## src/hdl/cpfs_pkg.sv

```systemverilog
// Package for the periodic CAN frame scheduler.
// Holds sizes, request and result layouts, and the request codes.
// No dependencies.
package cpfs_pkg;

  // Sizes and timing.
  localparam int unsigned NUM_SLOTS   = 16;
  localparam int unsigned TICK_MS     = 5;
  localparam int unsigned PERIOD_BITS = 16;

  localparam int unsigned IDX_W  = $clog2(NUM_SLOTS);
  localparam int unsigned CNT_W  = $clog2(NUM_SLOTS + 1);
  localparam int unsigned TICK_W = $clog2(TICK_MS + 1);
  localparam int unsigned SUM_W  = ((PERIOD_BITS > TICK_W) ? PERIOD_BITS : TICK_W) + 1;

  // Request kinds.
  typedef enum logic [2:0] {
    KIND_LOAD     = 3'd0,
    KIND_START    = 3'd1,
    KIND_STOP     = 3'd2,
    KIND_QUERY    = 3'd3,
    KIND_TICK     = 3'd4,
    KIND_SHUTDOWN = 3'd5
  } kind_t;

  // Result kinds.
  localparam logic RES_FRAME  = 1'b0;
  localparam logic RES_REPORT = 1'b1;

  // Operating mode.
  typedef enum logic [1:0] {
    MODE_IDLE    = 2'd0,
    MODE_SENDING = 2'd1,
    MODE_DEAD    = 2'd2
  } mode_t;

  typedef struct packed {
    logic [2:0]  kind;
    logic [3:0]  slot_index;
    logic [31:0] frame_id;
    logic [3:0]  frame_length;
    logic [63:0] frame_payload;
    logic [15:0] period_ms;
    logic        cyclic_flag;
    logic [3:0]  frame_count;
  } request_t;

  typedef struct packed {
    logic        result_kind;
    logic [31:0] tx_id;
    logic [3:0]  tx_length;
    logic [63:0] tx_payload;
    logic        is_sending;
    logic        last;
  } result_t;

  // One stored frame slot.
  typedef struct packed {
    logic [31:0]            ident;
    logic [3:0]             len;
    logic [63:0]            bytes;
    logic [PERIOD_BITS-1:0] period;
    logic                   cyclic;
  } slot_t;

endpackage

```

## src/hdl/can_periodic_frame_scheduler_unit.sv

```systemverilog
// Top level of the periodic CAN frame scheduler.
// Depends on cpfs_pkg for sizes, request and result layouts.
//
//  Channel  Ports                        Direction  Handshake
//  request  start, busy, in_request      in         taken when start and not busy
//  result   out_valid, out_result        out        one-cycle strobe, no back-pressure
//
// Load, stop, shutdown and query are handled without a slot walk; a query result appears on the next cycle.
// Start and tick walk the slots in use through one compare-subtract unit: each slot passes
// through fetch and evaluate states and, on a tick of an active cyclic slot, a modulo state that
// subtracts the period from elapsed + TICK_MS until the sum is below the period; a done state
// then closes the walk, and busy stays high until it has closed.
// Reset is synchronous and active low; it clears mode, slot count and counter valid bits.
// The receiver cannot stall; each result is offered for exactly one cycle.
module can_periodic_frame_scheduler_unit
  import cpfs_pkg::*;
(
  input  logic     clk,
  input  logic     rst_n,
  input  logic     start,
  output logic     busy,
  input  request_t in_request,
  output logic     out_valid,
  output result_t  out_result
);

  typedef enum logic [2:0] {
    ST_READY,
    ST_FETCH,
    ST_EVAL,
    ST_MOD,
    ST_DONE
  } state_t;

  state_t                 state_r;
  mode_t                  mode_r;
  logic                   op_tick_r;
  logic [CNT_W-1:0]       slots_used_r;
  logic [CNT_W-1:0]       idx_r;
  logic [NUM_SLOTS-1:0]   el_vld_r;
  logic [SUM_W-1:0]       sum_r;
  logic                   have_pend_r;
  slot_t                  pend_r;
  logic                   out_valid_r;
  result_t                out_result_r;

  // Slot and counter memories with registered read data.
  slot_t                  slot_mem [NUM_SLOTS];
  logic [PERIOD_BITS-1:0] el_mem [NUM_SLOTS];
  slot_t                  rd_slot_r;
  logic [PERIOD_BITS-1:0] rd_el_r;
  logic                   rd_el_ok_r;

  logic                   accept;
  logic                   sub_ge;
  logic                   mod_done;
  logic                   hit;
  logic                   advance;
  logic [CNT_W-1:0]       idx_inc;
  logic [CNT_W-1:0]       count_sat;
  logic [PERIOD_BITS-1:0] el_eff;
  logic [IDX_W-1:0]       rd_addr;
  slot_t                  load_slot;

  assign accept  = start && !busy;
  assign busy    = (state_r != ST_READY);
  assign rd_addr = idx_r[IDX_W-1:0];
  assign idx_inc = idx_r + CNT_W'(1);

  // Frame count saturates at the number of slots.
  assign count_sat = (32'(in_request.frame_count) > NUM_SLOTS) ?
                     CNT_W'(NUM_SLOTS) : CNT_W'(in_request.frame_count);

  // Counters not written since the last start read as zero.
  assign el_eff = rd_el_ok_r ? rd_el_r : '0;

  // Shared compare-subtract unit: reduces the sum modulo the slot period.
  assign sub_ge   = (sum_r >= SUM_W'(rd_slot_r.period));
  assign mod_done = (state_r == ST_MOD) && !sub_ge;

  // A frame is due on a punctual slot at start, or when a counter wraps to zero.
  always_comb begin
    hit     = 1'b0;
    advance = 1'b0;
    if (state_r == ST_EVAL) begin
      if (!op_tick_r) begin
        hit     = !rd_slot_r.cyclic;
        advance = 1'b1;
      end else if (!rd_slot_r.cyclic || (rd_slot_r.period == '0)) begin
        advance = 1'b1;
      end
    end else if (mod_done) begin
      hit     = (sum_r == '0);
      advance = 1'b1;
    end
  end

  assign load_slot.ident  = in_request.frame_id;
  assign load_slot.len    = in_request.frame_length;
  assign load_slot.bytes  = in_request.frame_payload;
  assign load_slot.period = PERIOD_BITS'(in_request.period_ms);
  assign load_slot.cyclic = in_request.cyclic_flag;

  // Slot memory: written by load requests while idle, read at the walk index.
  always_ff @(posedge clk) begin
    if (accept && (in_request.kind == KIND_LOAD) && (mode_r == MODE_IDLE) &&
        (32'(in_request.slot_index) < NUM_SLOTS)) begin
      slot_mem[IDX_W'(in_request.slot_index)] <= load_slot;
    end
    rd_slot_r <= slot_mem[rd_addr];
  end

  // Elapsed counter memory: written when a modulo reduction finishes.
  always_ff @(posedge clk) begin
    if (mod_done) begin
      el_mem[rd_addr] <= sum_r[PERIOD_BITS-1:0];
    end
    rd_el_r    <= el_mem[rd_addr];
    rd_el_ok_r <= el_vld_r[rd_addr];
  end

  // Sequencer, mode and registered result.
  always_ff @(posedge clk) begin
    if (!rst_n) begin
      state_r      <= ST_READY;
      mode_r       <= MODE_IDLE;
      op_tick_r    <= 1'b0;
      slots_used_r <= '0;
      idx_r        <= '0;
      el_vld_r     <= '0;
      have_pend_r  <= 1'b0;
      out_valid_r  <= 1'b0;
    end else begin
      out_valid_r <= 1'b0;
      unique case (state_r)
        ST_READY: begin
          if (accept) begin
            case (in_request.kind)
              KIND_START: begin
                if (mode_r == MODE_IDLE) begin
                  mode_r       <= MODE_SENDING;
                  slots_used_r <= count_sat;
                  el_vld_r     <= '0;
                  op_tick_r    <= 1'b0;
                  idx_r        <= '0;
                  if (count_sat != '0) begin
                    state_r <= ST_FETCH;
                  end
                end
              end
              KIND_STOP: begin
                if (mode_r == MODE_SENDING) begin
                  mode_r <= MODE_IDLE;
                end
              end
              KIND_QUERY: begin
                if (mode_r != MODE_DEAD) begin
                  out_valid_r             <= 1'b1;
                  out_result_r            <= '0;
                  out_result_r.result_kind <= RES_REPORT;
                  out_result_r.is_sending <= (mode_r == MODE_SENDING);
                  out_result_r.last       <= 1'b1;
                end
              end
              KIND_TICK: begin
                if ((mode_r == MODE_SENDING) && (slots_used_r != '0)) begin
                  op_tick_r <= 1'b1;
                  idx_r     <= '0;
                  state_r   <= ST_FETCH;
                end
              end
              KIND_SHUTDOWN: begin
                if (mode_r != MODE_DEAD) begin
                  mode_r <= MODE_DEAD;
                end
              end
              default: begin
                // Loads are handled by the slot memory; unknown kinds are ignored.
              end
            endcase
          end
        end
        ST_FETCH: begin
          state_r <= ST_EVAL;
        end
        ST_EVAL: begin
          if (op_tick_r && rd_slot_r.cyclic && (rd_slot_r.period != '0)) begin
            sum_r   <= SUM_W'(el_eff) + SUM_W'(TICK_MS);
            state_r <= ST_MOD;
          end
        end
        ST_MOD: begin
          if (sub_ge) begin
            sum_r <= sum_r - SUM_W'(rd_slot_r.period);
          end else begin
            el_vld_r[rd_addr] <= 1'b1;
          end
        end
        ST_DONE: begin
          if (have_pend_r) begin
            out_valid_r              <= 1'b1;
            out_result_r.result_kind <= RES_FRAME;
            out_result_r.tx_id       <= pend_r.ident;
            out_result_r.tx_length   <= pend_r.len;
            out_result_r.tx_payload  <= pend_r.bytes;
            out_result_r.is_sending  <= 1'b0;
            out_result_r.last        <= 1'b1;
          end
          have_pend_r <= 1'b0;
          state_r     <= ST_READY;
        end
        default: begin
          state_r <= ST_READY;
        end
      endcase

      // The previous due frame goes out once a later one is found; the newest waits.
      if (hit) begin
        if (have_pend_r) begin
          out_valid_r              <= 1'b1;
          out_result_r.result_kind <= RES_FRAME;
          out_result_r.tx_id       <= pend_r.ident;
          out_result_r.tx_length   <= pend_r.len;
          out_result_r.tx_payload  <= pend_r.bytes;
          out_result_r.is_sending  <= 1'b0;
          out_result_r.last        <= 1'b0;
        end
        pend_r      <= rd_slot_r;
        have_pend_r <= 1'b1;
      end

      // Step to the next slot in use, or close the walk.
      if (advance) begin
        idx_r   <= idx_inc;
        state_r <= (idx_inc == slots_used_r) ? ST_DONE : ST_FETCH;
      end
    end
  end

  assign out_valid  = out_valid_r;
  assign out_result = out_result_r;

  // The slot walk only runs while sending.
  a_busy_sending: assert property (@(posedge clk) disable iff (!rst_n)
    busy |-> (mode_r == MODE_SENDING))
    else $error("slot walk active outside sending mode");

  // The walk index stays within the slots in use.
  a_idx_range: assert property (@(posedge clk) disable iff (!rst_n)
    (state_r == ST_FETCH || state_r == ST_EVAL || state_r == ST_MOD) |->
      (idx_r < slots_used_r))
    else $error("walk index beyond slots in use");

  // A result that is not the last one is followed by more work on the same request.
  a_not_last_busy: assert property (@(posedge clk) disable iff (!rst_n)
    (out_valid && !out_result.last) |-> busy)
    else $error("non-final result with no request in progress");

  // Each subtraction step lowers the running sum.
  a_mod_shrinks: assert property (@(posedge clk) disable iff (!rst_n)
    (state_r == ST_MOD && sub_ge) |=> (sum_r < $past(sum_r)))
    else $error("modulo step did not reduce the sum");

  // State reports are always single results.
  a_report_last: assert property (@(posedge clk) disable iff (!rst_n)
    (out_valid && out_result.result_kind == RES_REPORT) |->
      (out_result.last && !busy))
    else $error("state report not final or issued during a walk");

endmodule
```

## config.mk

```make
export PLATFORM = sky130hd
export DESIGN_NAME = can_periodic_frame_scheduler_unit
export DESIGN_NICKNAME = d
export VERILOG_FILES = /design/src/hdl/cpfs_pkg.sv /design/src/hdl/can_periodic_frame_scheduler_unit.sv
export SDC_FILE = /design/constraint.sdc
export NUM_CORES = 2
export LEC_CHECK = 0
export ABC_AREA = 1
export BUFFER_PORTS_ARGS = -buffer_cell sky130_fd_sc_hd__buf_2
export CAP_MARGIN = 15
export CORE_UTILIZATION = 60
export DETAILED_ROUTE_END_ITERATION = 12
export PLACE_DENSITY = 0.77
export REMOVE_ABC_BUFFERS = 1
export SYNTH_ARGS = -nofsm -noshare
export SYNTH_HDL_FRONTEND = slang
export SYNTH_SLANG_ARGS = --single-unit
```

## constraint.sdc

```tcl
create_clock -name clk -period 9.4 [get_ports clk]
set_input_delay 0.94 -clock clk [delete_from_list [all_inputs] [get_ports clk]]
set_output_delay 0.94 -clock clk [all_outputs]
set_load 0.01 [all_outputs]
```

==> flow_summary.ini <==
[die]
dieArea_um2 = 167000
rows = 148
fp.dieW_um = 408
core_um2 = 163000
boundaryPins = 236
initial_core_util_pct = 60.7
die_height_um = 408

[setup_path]
cp_slowest_cell = buf_4
critPathRequiredTime_ns = 9.85
cp-startpoint = state_r[0]
end_kind = flop
r2r-start = state_r[0]
crit_chain = nor2_4 -> nand3_1 -> inv_2 -> nand2_1 -> nor3_1 -> nand3_1 -> nor2_4 -> buf_4 -> buf_4
crit_path_max_incr_delay_ns = 0.95
path_class = flop to flop
cp.arrival_ns = 5.01
cp-start-kind = flop
path_max_fanout = 66

[synth]
synth.avg_cell_area_um2 = 12.5
yosys_warnings = 0
synth_seq_cells = 2515
synth_cells = 7925
ys_seq_area_share_pct = 74.6
synth_edf_count = 2348
synthArstFlopShare_pct = 0
synth_cell_types = 45
ys_dominant_reg_cell = edfxtp_1
syn_area_um2 = 98900

[global_routing]
grt_pass1_wl_um = 378000
grt_max_degree = 234
grt_use_total_pct = 29.7
grt_pass1_vias = 63600
overflow = 0
antenna_found_initial = 38

[placed_design]
portBuffers = 235
gp_congestion = 0.889
hpwlAfterDp_um = 126000

[timing]
whs_ns = 0.363
tns_ns = 0
fin_skew_ns = 0.0523
hold_viol = 0
drv_slew = 0
setup_violations = 0
tightest_slew_ns = 1.28
finalCritPeriodShare_pct = 48.5
max_freq_mhz = 219
fin_crit_ns = 4.56
rsz0062_at_grt = no
max-slew-margin-rel_pct = 14.8

[cells_and_area]
num-nets-final = 8112
syn2layout_area_growth_pct = 11.0
fin_util_pct = 67.3
drive_above_1_share_pct = 9.25
layout_common_cells = 2348 x edfxtp_1, 1223 x o21ai_0, 1123 x nor2_1
final_common_cell = edfxtp_1

[clock_network]
ctsResizeCount = 0
postCtsHoldBufs = 0
post-cts-setup-buffers = 0
htreeDepth = 4
clock-sinks = 2515
cts_root_buf = clkbuf_16
clkSlewWorstSetupHoldPaths_ns = 0.06
insertion_delay_ns = 0.87
cts_tree = done
clk_path_buf_depth = 3
cts_inserted_buffers = 234

[hold_path]
min_path_type = input pin to flop
hold_start = in_request[0]

[power]
powerDensity_nw_per_um2 = 240
total_power_w = 0.0264
ir_worst_vdd_uv = 204
leakagePower_nw = 36.7

[detailed_routing]
drc = 0
drt-total-wl_um = 252000
first_pass_iters = 7
vias = 65600
wl_per_cell_um = 24.3
vias_per_cell = 6.33
ant_nets = 0
drtIter0Drc = 8431

[job]
max_cap_violations = 0

[status]
status = complete, no violations
==> through the flow <==
step / area [µm²] / instances / worst slack (ns)
2_1_floorplan: 96700 / 7401 / -44.49
3_3_place_gp: 102000 / 9898 / 4.60
3_5_place_dp: 102000 / 9898 / 4.54
4_1_cts: 110000 / 10300 / 4.87
5_1_grt: 110000 / 10400 / 4.60
6_report: 110000 / 10400 / 4.84
==> cells in the mapped netlist (7+ instances only) <==
master    count  area (µm²)
buf_4        15         113
buf_1        20        75.1
nand2_1    1055        3960
o21ai_0    1223        6120
edfxtp_1   2348       70500
a21oi_1      61         305
clkbuf_1    361        1360
inv_1       192         721
dfxtp_1     167        3340
inv_2         9        33.8
o21ai_1     172         861
o22ai_1     533        3330
nor2_1     1143        4290
nand2_2       7        43.8
ha_1         21         263
nand3_1     149         746
nor3_1       23         115
buf_2       124         621
xor2_1       12         105
nand4_1     148         926
o21bai_1    102         766
==> final timing paths <==
check                          to  slack, ns  cells past startpoint
setup / recovery  slot_mem[8][15]       4.84                      9
hold / removal    slots_used_r[0]       0.36                      3
setup reg to reg  slot_mem[8][15]       4.84                      9
hold reg to reg       pend_r[101]       0.40                      0
==> critical path, delay by kind of cell, from the launching register on <==
family,cells,cell delay (ns)
buf+inv,3,1.96
flops,1,0.35
simple gates,6,1.82
==> state kept, by name (all words and copies together) (netlist names) <==
register,count
idx_r,5
op_tick_r,1
out_valid,1
sum_r,17
el_mem,256
pend_r,100
slot_mem,1872
have_pend_r,1
rd_el_ok_r,1
state_r,3
out_result,103
rd_slot_r,117
rd_el_r,16
el_vld_r,16
mode_r,2
slots_used_r,4
==> report_power, final <==
| group | switching, W | internal [W] | leakage [nW] |
|---|---|---|---|
| registers | 0.000267 | 0.0127 | 22.6 |
| clock network | 0.00413 | 0.00562 | 3.92 |
| logic | 0.00258 | 0.00112 | 10.1 |
==> routing by layer <==
| layer | vias to the layer above | wire length (µm) | part of all wire [%] | track usage, % |
|---|---|---|---|---|
| met5 | - | 90 | 0.036 | 0 |
| met4 | 14 | 9410 | 3.7 | 13.2 |
| met3 | 566 | 22500 | 8.9 | 4.40 |
| met2 | 3706 | 124000 | 49 | 49.3 |
| met1 | 32300 | 96700 | 38 | 39.2 |
| li1 | 29000 | - | - | - |
==> cell type report <==
cell class,count,area (µm²)
diodes,28,70.1
clock buffers,296,6370
clock inverters,146,1620
fillers,10800,53300
inverters,202,783
multi-input cells,4684,22400
flip-flops and latches,2515,73900
well taps,2175,2720
repair buffers,322,2050
==> kinds of logic after synthesis <==
logic type / after synthesis / synth area share (%)
fa+ha+maj: 22 / 0.286
mux: 1 / 0.0114
compound gates: 2103 / 11.6
flops: 2515 / 74.6
simple gates: 2542 / 10.3
buf+inv: 726 / 3.00
xor+xnor: 16 / 0.142
Power figures use the tool's default switching activity.
